`src/sv/assert_macros.svh`:
```
// Assertion macros shared by the checksum frame checker RTL.
`ifndef ASSERT_MACROS_SVH
`define ASSERT_MACROS_SVH

// Clocked assertion, suppressed while reset is asserted (active low).
`define CKFC_ASSERT(lbl, clk, rst_n, prop, msg) \
    lbl: assert property (@(posedge clk) disable iff (!(rst_n)) (prop)) else $error(msg);

// Clocked assertion that is also checked during reset.
`define CKFC_ASSERT_ALWAYS(lbl, clk, prop, msg) \
    lbl: assert property (@(posedge clk) (prop)) else $error(msg);

`endif

```
`src/sv/ckfc_pkg.sv`:
```
// Types and constants for the checksum frame checker.
`timescale 1ns / 1ps

package ckfc_pkg;

    localparam int SUM_W  = 20;
    localparam int SENT_W = 30;
    localparam int STAT_W = 3;
    localparam int DLEN_W = 4;

    localparam logic [7:0] CH_OPEN  = 8'h28; // '('
    localparam logic [7:0] CH_CLOSE = 8'h29; // ')'
    localparam logic [7:0] CH_END   = 8'h2A; // '*'
    localparam logic [7:0] CH_ZERO  = 8'h30; // '0'
    localparam logic [7:0] CH_NINE  = 8'h39; // '9'

    localparam logic [SUM_W-1:0]  SUM_LIMIT = {SUM_W{1'b1}};
    localparam logic [DLEN_W-1:0] DLEN_MAX  = {DLEN_W{1'b1}};

    localparam logic [STAT_W-1:0] ST_OK       = 3'd0;
    localparam logic [STAT_W-1:0] ST_MISMATCH = 3'd1;
    localparam logic [STAT_W-1:0] ST_COUNT    = 3'd2;
    localparam logic [STAT_W-1:0] ST_BAD      = 3'd3;
    localparam logic [STAT_W-1:0] ST_LONG     = 3'd4;

    typedef enum logic [3:0] {
        PH_SKIP = 4'b0001,
        PH_SUM  = 4'b0010,
        PH_LEN  = 4'b0100,
        PH_CHK  = 4'b1000
    } t_phase;

    typedef struct packed {
        logic [SUM_W-1:0]  computed_sum;
        logic [SENT_W-1:0] sent_sum;
        logic [STAT_W-1:0] status;
    } t_result;

endpackage

```
`src/sv/ckfc_parser.sv`:
```
// Per-frame parse state and end-of-frame status evaluation.
`timescale 1ns / 1ps
`include "assert_macros.svh"

module ckfc_parser #(
    parameter int MAX_FRAME  = 4096,
    parameter int MAX_DIGITS = 9
) (
    input  logic              i_clk,
    input  logic              i_rst_n,
    input  logic              i_fire,
    input  logic [7:0]        i_byte,
    output logic              o_is_end,
    output ckfc_pkg::t_result o_result
);
    import ckfc_pkg::*;

    localparam int CNT_W = $clog2(MAX_FRAME);
    localparam logic [CNT_W-1:0]  CNT_LAST = CNT_W'(MAX_FRAME - 1);
    localparam logic [DLEN_W-1:0] MAXD     = DLEN_W'(MAX_DIGITS);

    t_phase              r_phase,  n_phase;
    logic [CNT_W-1:0]    r_count,  n_count;
    logic [SUM_W-1:0]    r_sum,    n_sum;
    logic [DLEN_W-1:0]   r_dlen,   n_dlen;
    logic [SENT_W-1:0]   r_parsed, n_parsed;
    logic [DLEN_W-1:0]   r_seen,   n_seen;
    logic [STAT_W-1:0]   r_err,    n_err;

    logic                is_digit;
    logic [7:0]          diff;
    logic [3:0]          dval;
    logic [SUM_W:0]      sum_ext;
    logic [DLEN_W:0]     dlen_ext;
    logic [SENT_W+3:0]   parsed_ext;
    logic [STAT_W-1:0]   chk;
    logic [STAT_W-1:0]   err_long;

    assign is_digit = (i_byte >= CH_ZERO) && (i_byte <= CH_NINE);
    assign diff     = i_byte - CH_ZERO;
    assign dval     = diff[3:0];
    assign sum_ext  = {1'b0, r_sum} + {{(SUM_W-7){1'b0}}, i_byte};
    assign dlen_ext = {1'b0, r_dlen} + {1'b0, dval};
    // value * 10 + digit as shift-add
    assign parsed_ext = {1'b0, r_parsed, 3'b000} + {3'b000, r_parsed, 1'b0}
                      + {{SENT_W{1'b0}}, dval};
    assign o_is_end = (i_byte == CH_END);

    // status at '*': highest of the sticky error and the final checks
    always_comb begin
        if (r_phase != PH_CHK) begin
            chk = ST_BAD;
        end else if ((r_dlen > MAXD) || (r_seen < r_dlen)) begin
            chk = ST_COUNT;
        end else if (r_parsed != {{(SENT_W-SUM_W){1'b0}}, r_sum}) begin
            chk = ST_MISMATCH;
        end else begin
            chk = ST_OK;
        end
        o_result.status       = (chk > r_err) ? chk : r_err;
        o_result.sent_sum     = r_parsed;
        o_result.computed_sum = r_sum;
    end

    always_comb begin
        n_phase  = r_phase;
        n_count  = r_count;
        n_sum    = r_sum;
        n_dlen   = r_dlen;
        n_parsed = r_parsed;
        n_seen   = r_seen;
        err_long = r_err;
        if (r_count >= CNT_LAST) begin
            err_long = (ST_LONG > r_err) ? ST_LONG : r_err;
        end else begin
            n_count = r_count + 1'b1;
        end
        n_err = err_long;
        case (r_phase)
            PH_SKIP: begin
                n_phase = PH_SUM;
            end
            PH_SUM: begin
                // the byte right after the skipped one is always summed
                if ((i_byte == CH_OPEN) && (r_count != CNT_W'(1))) begin
                    n_phase = PH_LEN;
                end else if (sum_ext > {1'b0, SUM_LIMIT}) begin
                    n_sum = SUM_LIMIT;
                end else begin
                    n_sum = sum_ext[SUM_W-1:0];
                end
            end
            PH_LEN: begin
                if (i_byte == CH_CLOSE) begin
                    n_phase = PH_CHK;
                end else if (is_digit) begin
                    n_dlen = dlen_ext[DLEN_W] ? DLEN_MAX : dlen_ext[DLEN_W-1:0];
                end else begin
                    n_err = (ST_BAD > err_long) ? ST_BAD : err_long;
                end
            end
            PH_CHK: begin
                if ((r_seen < r_dlen) && (r_seen < MAXD)) begin
                    if (is_digit) begin
                        n_parsed = parsed_ext[SENT_W-1:0];
                    end else begin
                        n_err = (ST_BAD > err_long) ? ST_BAD : err_long;
                    end
                end
                if (r_seen < DLEN_MAX) begin
                    n_seen = r_seen + 1'b1;
                end
            end
            default: begin
                n_phase = PH_SKIP;
            end
        endcase
    end

    always_ff @(posedge i_clk) begin
        if (!i_rst_n) begin
            r_phase  <= PH_SKIP;
            r_count  <= '0;
            r_sum    <= '0;
            r_dlen   <= '0;
            r_parsed <= '0;
            r_seen   <= '0;
            r_err    <= ST_OK;
        end else if (i_fire) begin
            if (o_is_end) begin
                r_phase  <= PH_SKIP;
                r_count  <= '0;
                r_sum    <= '0;
                r_dlen   <= '0;
                r_parsed <= '0;
                r_seen   <= '0;
                r_err    <= ST_OK;
            end else begin
                r_phase  <= n_phase;
                r_count  <= n_count;
                r_sum    <= n_sum;
                r_dlen   <= n_dlen;
                r_parsed <= n_parsed;
                r_seen   <= n_seen;
                r_err    <= n_err;
            end
        end
    end

    `CKFC_ASSERT(a_rearm, i_clk, i_rst_n,
        $past(i_fire && o_is_end) |-> (r_phase == PH_SKIP && r_count == '0),
        "parser did not rearm after end of frame")
    `CKFC_ASSERT(a_count_cap, i_clk, i_rst_n,
        r_count <= CNT_LAST, "byte count beyond frame limit")
    `CKFC_ASSERT(a_phase_onehot, i_clk, i_rst_n,
        $onehot(r_phase), "phase register not one-hot")

endmodule

```
`src/sv/checksum_frame_checker_core.sv`:
```
// Top level of the checksum frame checker: input stage, parser, result register.
`timescale 1ns / 1ps
`include "assert_macros.svh"

// Checks frames of the form  X payload ( len ) digits *  one byte per word.
// Slave channel (i_s_*): one received byte per word in tdata[7:0].
// Master channel (o_m_*): one result word per '*' byte; tdata carries
// status, the checksum parsed from the frame and the computed payload sum.
// All other bytes update the frame state and produce no output word.
//
// Throughput: one byte per cycle, sustained while no '*' waits on a full result
// register. The byte is registered on accept, then parsed by the frame state
// update, which is one add/saturate, one compare and a shift-add multiply by ten.
// The result word of a parsed '*' is captured in the result register that drives o_m_*.
//
// Stall: the result register holds its word until i_m_tready. While it is
// full, a '*' waiting in the input stage is held, and o_s_tready drops until
// it moves on; other bytes keep flowing since they need no output slot.
//
// Reset (synchronous, active low): both stages empty, the frame state
// returns to "skip first byte" with all sums, counts and errors cleared.
module checksum_frame_checker_core #(
    parameter int MAX_FRAME  = 4096,
    parameter int MAX_DIGITS = 9
) (
    input  logic        i_clk,
    input  logic        i_rst_n,
    input  logic        i_s_tvalid,
    output logic        o_s_tready,
    input  logic [7:0]  i_s_tdata,   // [7:0] rx_byte
    output logic        o_m_tvalid,
    input  logic        i_m_tready,
    output logic [55:0] o_m_tdata    // [2:0] status, [32:3] sent_sum,
                                     // [52:33] computed_sum, [55:53] zero
);
    import ckfc_pkg::*;

    logic       r_in_valid;
    logic [7:0] r_in_byte;
    logic       r_out_valid;
    t_result    r_out_data;

    logic       is_end;
    logic       out_free;
    logic       fire;
    t_result    result;

    // parse stage moves when a byte is present; '*' also needs the output slot
    assign out_free   = !r_out_valid || i_m_tready;
    assign fire       = r_in_valid && (!is_end || out_free);
    assign o_s_tready = !r_in_valid || fire;

    ckfc_parser #(
        .MAX_FRAME  (MAX_FRAME),
        .MAX_DIGITS (MAX_DIGITS)
    ) u_parser (
        .i_clk    (i_clk),
        .i_rst_n  (i_rst_n),
        .i_fire   (fire),
        .i_byte   (r_in_byte),
        .o_is_end (is_end),
        .o_result (result)
    );

    // input stage
    always_ff @(posedge i_clk) begin
        if (!i_rst_n) begin
            r_in_valid <= 1'b0;
        end else if (o_s_tready) begin
            r_in_valid <= i_s_tvalid;
        end
    end

    always_ff @(posedge i_clk) begin
        if (o_s_tready && i_s_tvalid) begin
            r_in_byte <= i_s_tdata;
        end
    end

    // result register
    always_ff @(posedge i_clk) begin
        if (!i_rst_n) begin
            r_out_valid <= 1'b0;
        end else if (fire && is_end) begin
            r_out_valid <= 1'b1;
        end else if (i_m_tready) begin
            r_out_valid <= 1'b0;
        end
    end

    always_ff @(posedge i_clk) begin
        if (fire && is_end) begin
            r_out_data <= result;
        end
    end

    assign o_m_tvalid = r_out_valid;
    assign o_m_tdata  = {3'b000, r_out_data};

    `CKFC_ASSERT_ALWAYS(a_rst_empty, i_clk,
        !i_rst_n |=> (!r_out_valid && !r_in_valid), "stages not empty after reset")
    `CKFC_ASSERT(a_out_from_end, i_clk, i_rst_n,
        $rose(r_out_valid) |-> $past(fire && is_end), "result word without end byte")
    `CKFC_ASSERT(a_status_range, i_clk, i_rst_n,
        r_out_valid |-> (r_out_data.status <= ST_LONG), "status code out of range")

endmodule

```
`config.mk`:
```
export PLATFORM = sky130hd
export DESIGN_NAME = checksum_frame_checker_core
export DESIGN_NICKNAME = d
export VERILOG_FILES = /design/src/sv/ckfc_pkg.sv /design/src/sv/ckfc_parser.sv /design/src/sv/checksum_frame_checker_core.sv
export VERILOG_INCLUDE_DIRS = /design/src /design/src/sv
export SDC_FILE = /design/constraint.sdc
export NUM_CORES = 1
export LEC_CHECK = 0
export ABC_AREA = 1
export BUFFER_PORTS_ARGS = -buffer_cell sky130_fd_sc_hd__buf_2
export CORE_ASPECT_RATIO = 1.5
export CORE_MARGIN = 10
export CORE_UTILIZATION = 46
export DETAILED_ROUTE_END_ITERATION = 8
export PLACE_DENSITY_LB_ADDON = 0.25
export SETUP_SLACK_MARGIN = 0.1
export SYNTH_ARGS = -nofsm -noshare
export SYNTH_HDL_FRONTEND = slang
export SYNTH_SLANG_ARGS = --single-unit
```
`constraint.sdc`:
```
create_clock -name i_clk -period 4.7 [get_ports i_clk]
set_input_delay 0.235 -clock i_clk [delete_from_list [all_inputs] [get_ports i_clk]]
set_output_delay 0.235 -clock i_clk [all_outputs]
set_load 0.05 [all_outputs]
```
Word level (Yosys, flattened, before mapping)
Index checks and enable logic that the tools add are counted.
{"block": "op_classes", "order_cmp": 11, "n_addsub": 7, "n_mux": 36, "n_reduce_logical": 26, "eq_ne": 16}
{"cell": "30-bit 2-to-1 mux", "n": 4}
{"cell": "20-bit 2-to-1 mux", "n": 4}
{"cell": "4-bit 2-to-1 mux", "n": 11}
{"cell": "30-bit adder", "n": 1}
{"cell": "30-bit by 4-bit adder with 30-bit output", "n": 1}
{"cell": "3-bit 2-to-1 mux", "n": 10}
{"cell": "30-bit by 20-bit inequality test with 1-bit output", "n": 1}
{"cell": "8-bit by 6-bit == test with 1-bit output, second input constant", "n": 3}
{"cell": "12-bit 2-to-1 mux", "n": 2}
{"cell": "20-bit by 8-bit adder with 21-bit output", "n": 1}
{"cell": "21-bit by 20-bit greater-than comparator with 1-bit output, second input constant", "n": 1}
{"cell": "4-bit case mux with 4 select lines", "n": 1}
{"cell": "2-bit nonzero test", "n": 7}
{"cell": "12-bit by 1-bit adder with 12-bit output, second input constant", "n": 1}
{"cell": "12-bit >= comparator, second input constant", "n": 1}
{"cell": "12-bit by 1-bit inequality test with 1-bit output, second input constant", "n": 1}
{"cell": "4-bit AND reduction", "n": 3}
{"cell": "8-bit by 6-bit >= comparator with 1-bit output, second input constant", "n": 1}
{"cell": "8-bit by 6-bit <= comparator with 1-bit output, second input constant", "n": 1}
{"cell": "4-bit less-than comparator, second input constant", "n": 2}
{"cell": "2-bit inequality test, second input constant", "n": 4}
{"cell": "1-bit logical AND", "n": 6}
{"cell": "3-bit by 2-bit inequality test with 1-bit output, second input constant", "n": 2}
{"cell": "3-bit case mux with 2 select lines", "n": 1}
{"cell": "18 further kinds", "n": 26}
{"block": "word_totals", "out_inout_bits": 58, "wordCells": 109, "ff_bits": 140}

Logic depth before layout (Yosys ltp)
{"block": "depth", "depth_word": 9, "ltp_mapped": 16, "mapped_depth_nobuf": 16}

By module
From an unflattened synthesis, not the netlist that was laid out.
{"block": "unflattened", "hier_cells": 1280, "area_unflattened_um2": 9281.4}
{"module": "ckfc_parser", "area_each_um2": 7302.0, "instances": 1, "cells_per_inst": 1196}
{"module": "checksum_frame_checker_core", "area_each_um2": 1979.4, "instances": 1, "cells_per_inst": 84}

Least setup slack after synthesis
OpenSTA, ideal clock, no wires.
{"block": "synth_path", "path_kind": "register to register", "from": "register r_in_byte[3]", "to": "register u_parser.r_parsed[26]", "setup_ps": 132, "setup_slack_ps": 2287, "path_stages_with_launch": 14, "n_path_buf": 0, "arrival_ps": 2281, "cell_sequence": "edfxtp_1 -> fa_1 -> inv_1 -> fa_1 -> inv_1 -> nand3_1 -> nand3_1 -> nand2_1 -> nand2_1 -> nand2_1 -> nand3_1 -> nand2_1 -> nand3_1 -> a21oi_1"}
{"block": "synth_between", "elab_chain_len": 6, "word_cells_on_any_way": 17}
{"element": "start, declared", "line_no": "checksum_frame_checker_core.sv:39", "text": "logic [7:0] r_in_byte;"}
{"element": "start signal, assigned", "line_no": "checksum_frame_checker_core.sv:76", "text": "r_in_byte <= i_s_tdata;"}
{"element": "4-bit by 1-bit subtractor with 4-bit output", "line_no": "ckfc_parser.sv:40", "text": "assign diff = i_byte - CH_ZERO;"}
{"element": "30-bit by 4-bit adder with 30-bit output", "line_no": "ckfc_parser.sv:46", "text": "+ {{SENT_W{1'b0}}, dval};"}
{"element": "30-bit 2-to-1 mux", "line_no": "ckfc_parser.sv:104", "text": "if (is_digit) begin"}
{"element": "30-bit 2-to-1 mux", "line_no": "ckfc_parser.sv:103", "text": "if ((r_seen < r_dlen) && (r_seen < MAXD)) begin"}
{"element": "30-bit 2-to-1 mux", "line_no": "ckfc_parser.sv:79", "text": "case (r_phase)"}
{"element": "30-bit 2-to-1 mux", "line_no": "ckfc_parser.sv:130", "text": "if (o_is_end) begin"}
{"element": "end signal, assigned", "line_no": "ckfc_parser.sv:143", "text": "r_parsed <= n_parsed;"}
{"element": "end, declared", "line_no": "ckfc_parser.sv:26", "text": "logic [SENT_W-1:0] r_parsed, n_parsed;"}
Several ways; a longest one is shown, not always the timed one. The select of a mux whose other input is x is not followed.
A chain may end at the register's enable or synchronous reset.

Worst setup path in the final report
{"block": "layout_path", "from": "register r_in_byte[3]", "to": "register u_parser.r_parsed[18]"}
The elaborated chain is that of the path after synthesis.

==> results.md <==
Logic synthesis:
- The netlist uses 49 different library cells.
- Of the total synthesized cell area, the portion taken by full adders, half adders and majority gates is 10.9%.
- The xor/xnor cell area share of the yosys netlist is under 10%.
- The total standard cell area after synthesis is 9350 µm².
- The fraction of synthesized area in multiplexers is 0%.
- The most used flip-flop cell after synthesis is dfxtp_1.
- The simple-gate area share of the yosys netlist is 33.4%.
- The gate count after technology mapping is 1290.
- Each instance of the synthesized netlist takes up on average approximately 7.2 µm².
- The number of enable flip-flop cells after synthesis is 61.
- Summing the areas of all compound-gate instances in the mapped netlist gives 8.23% of the synthesized area.
- For this run, asynchronously set or reset flops after synthesis account for 0%.
- The largest family of logic cells by synthesized area is simple AND/OR/NAND/NOR gates.
- The share of synthesized area occupied by flip-flops and latches is 36.5%.
- The Yosys step of the flow raised 0 warnings.
- Counting flops and latches in the post-synthesis netlist gives 140.

Clock tree:
- Buffers added to address setup during post-CTS repair amount to 0.
- The number of H-tree levels is 4.
- The buffer levels on the longest clock path is 2.
- Buffers inserted to repair hold after CTS numbered 8.
- At the later pin of the worst-skew pair, clock insertion delay measures 0.45 ns.
- After clock tree synthesis, the clock-pin slew on the worst setup and hold paths is approximately 0.060 ns.
- The number of clock sinks is 140.
- The number of buffers inserted during clock tree synthesis is 17.
- In this run, post-CTS repair resized a total of 0 instances.
- TritonCTS built the clock tree.
- The root buffer cell chosen for the clock tree is clkbuf_16.

Setup path:
- The launching element type of the critical path is a flip-flop.
- The end of the worst register-to-register path is u_parser.r_parsed[18].
- The number of cells on the worst reg-to-reg path is 13.
- STA classifies the critical path endpoint as a flip-flop.
- The worst setup path is of the flip-flop to flip-flop kind.
- The peak fanout along the critical path is 7.
- The minimum setup slack among reg-to-reg paths is 1.95 ns.
- The worst register-to-register path begins at r_in_byte[3].
- Data on the critical path is required at its endpoint by just over 5 ns.
- The endpoint arrival time on the critical path is 3.12 ns.

Place:
- Routability-driven placement finished with a final weighted congestion of 0.982.
- Detailed placement ended at an HPWL of 19.6 mm.
- OpenSTA, run right after detailed placement, puts the worst setup slack at 1.94 ns.
- The count of input and output buffers is 66.
- The number of placed instances with taps included is 1595.

Final layout:
- The final layout contains 1453 nets.
- The area growth from synthesis to final layout is 12.9%.
- Excluding fillers, the count of instances in the completed layout stands at 1635.
- 0 antenna diodes ended up in the layout.
- The proportion of layout cells with a drive suffix above 1 is 10.2%.
- The fraction of the core area covered by cells at the end of the flow is roughly 53%.
- The leading cell type in the layout, fill and taps excluded is nand2_1.
- Leaving out fill and tap cells, the most frequent cells in the layout are 418 x nand2_1, 159 x inv_1, 103 x nor2_1, 103 x nand3_1, 97 x a21oi_1.

Drt:
- The post-route antenna net violation count is 0.
- The first-pass iteration count of the detailed router is 7.
- The ratio of routed vias to standard cells is 5.19.
- The number of DRC markers in iteration 0 is 546.
- The post-route DRC violation count is 0.
- In the final routed layout, each cell accounts on average for 15.6 µm.
- Across all layers, the routed design uses between 8000 and 9000 vias.
- The final wirelength is 25.5 mm.

Pwr:
- The sequential power share is between 40% and 50%.
- Of the total power, the share spent switching nets is a little under a quarter.
- The internal power contribution is around 2100 µW.
- The switching power of the nets is 656 µW.
- Across the VDD grid, the largest voltage drop is between 200 and 300 µV.
- Summed over all cells, the static leakage comes to 0.00508 µW.
- For this design the ratio of total power to cell area is between 200 and 300 nW/µm².
- In this run, the combinational gates consume 3.6% of the power.
- In this run, the clock network consumes ~50% of the power.

Flow run:
- The count of max-cap constraint violations is 0.

Timing:
- The worst-margin pin slew is 0.983 ns.
- The final-report hold violation count was 0.
- The number of slew-limit violations in the final report was 0.
- Setup repair after global routing left no endpoint under its margin.
- The setup-violating endpoint count in the final report is 0.
- The sum of negative setup slack is 0 ns.
- In the post-route analysis, the smallest setup slack over all paths is 1.95 ns.
- In the finished design, the share of the clock period the worst path needs comes to 58.6%.
- The peak clock frequency supported by timing is roughly 0.36 GHz.
- The maximum clock skew at final layout is 0.0101 ns.
- Counting I/O delays and the setup requirement, the final critical path takes 2.75 ns.
- In this run the tightest slew margin relative to its limit is 34.4%.

Hold path:
- The hold-critical path endpoint is r_in_valid.
- The startpoint of the most critical hold path is i_s_tvalid.
- The number of cells traversed by the worst hold path is 3.
- The worst min-delay path category is primary input to flip-flop.

Global route:
- The largest net degree at the start of global routing is 40.
- The total congestion overflow is 0.
- The first global-routing pass estimated 41.1 mm of wire.
- The via count of the first global-routing pass came to 8206.
- For this run, the total global-route usage over all layers was measured as 19.5%.
- The initial antenna violation count is 0.

Run status:
- The run finished with clean final reports.

Floorplanning:
- The floorplan step set the die height to 195 µm.
- The core outline area is a little under 20000 µm².
- The initial cell density of the core is 47.1%.
- The width of the die is approximately 140 µm.
- The number of core rows is 63.
- The total die area is 26500 µm².
- The count of boundary I/O pins is 70.
power by group through the flow:
stage	clock network [µW]	registers, µW	logic [µW]
floorplan	0	1310	73.5
global placement	0	1310	95.0
detailed placement	0	1310	94.9
CTS	1420	1280	101
global route	1460	1280	114
finish	1400	1280	101
worst max path at each step:
stage / startpoint / endpoint / cells after the start
final: r_in_byte[3] / u_parser.r_parsed[18] / 13
after global routing: r_in_byte[2] / o_m_tdata[30] / 8
after CTS: r_in_byte[0] / o_m_tdata[29] / 8
after detailed placement: r_in_byte[2] / o_m_tdata[27] / 8
after global placement: r_in_byte[3] / u_parser.r_parsed[26] / 13
after floorplan: r_in_byte[3] / u_parser.r_parsed[26] / 13
per-stage QoR:
step           hold slack, ns  power (µW)  area, µm²
6_report               0.0614        2780      10600
4_1_cts                0.0571        2800      10600
3_3_place_gp            0.415        1400       9870
2_1_floorplan           0.334        1380       9360
3_5_place_dp            0.414        1400       9870
5_1_grt                0.0773        2860      10600
Yosys cell counts, types with 5 or more instances:
cell type	number	area, µm²
nand3b_1	6	45.0
dfxtp_1	79	1580
buf_2	6	30.0
inv_1	160	601
a21oi_1	97	485
buf_6	6	67.6
nor2_1	104	390
inv_2	7	26.3
clkbuf_1	9	33.8
nand2_1	418	1570
nand3_1	103	515
nor3_1	18	90.1
ha_1	75	938
xor2_1	13	114
nor2_2	5	31.3
o21ai_0	23	115
nand4_1	24	150
xnor2_1	12	105
edfxtp_1	61	1830
logic make-up after synthesis:
logic type	after synthesis
buffers and inverters	195
AOI/OAI and AO/OA	142
xor gates and xnor gates	25
adders and majority gates	79
other	1
and+or+nand+nor	708
DFF	140
area by class of cell:
cell class,count,area (µm²)
sequential,140,3410
timing repair buffer,76,425
multi-input combinational,957,5140
inverter,170,646
clock buffer,19,454
fill,1993,9300
tap,260,325
clock inverter,13,155
routing by layer:
metal / GRT usage [%] / vias to the layer above / share of wire, %
li1: - / 4341 / -
met3: 3.87 / 51 / 4.7
met5: 0 / - / 0
met4: 8.76 / 0 / 3.3
met1: 21.9 / 3898 / 41
met2: 34.2 / 192 / 51
flip-flops by register name, indices dropped and copies added (netlist names):
register	flops
o_m_tdata	53
u_parser.r_phase	4
u_parser.r_seen	4
u_parser.r_parsed	30
u_parser.r_count	12
u_parser.r_sum	20
r_in_valid	1
r_in_byte	8
o_m_tvalid	1
u_parser.r_dlen	4
u_parser.r_err	3
worst max-delay path, stage by stage, from the launching register on:
cell,delay [ns]
edfxtp_1,0.53
fa_1,0.61
inv_1,0.06
fa_1,0.48
inv_1,0.13
nand3_1,0.07
nand3_1,0.16
nand2_1,0.07
nand2_1,0.14
nand2_1,0.07
nand2_1,0.07
or2_2,0.10
nand3_1,0.06
a21oi_1,0.13
Note: power is estimated with default switching activity, not from simulation.
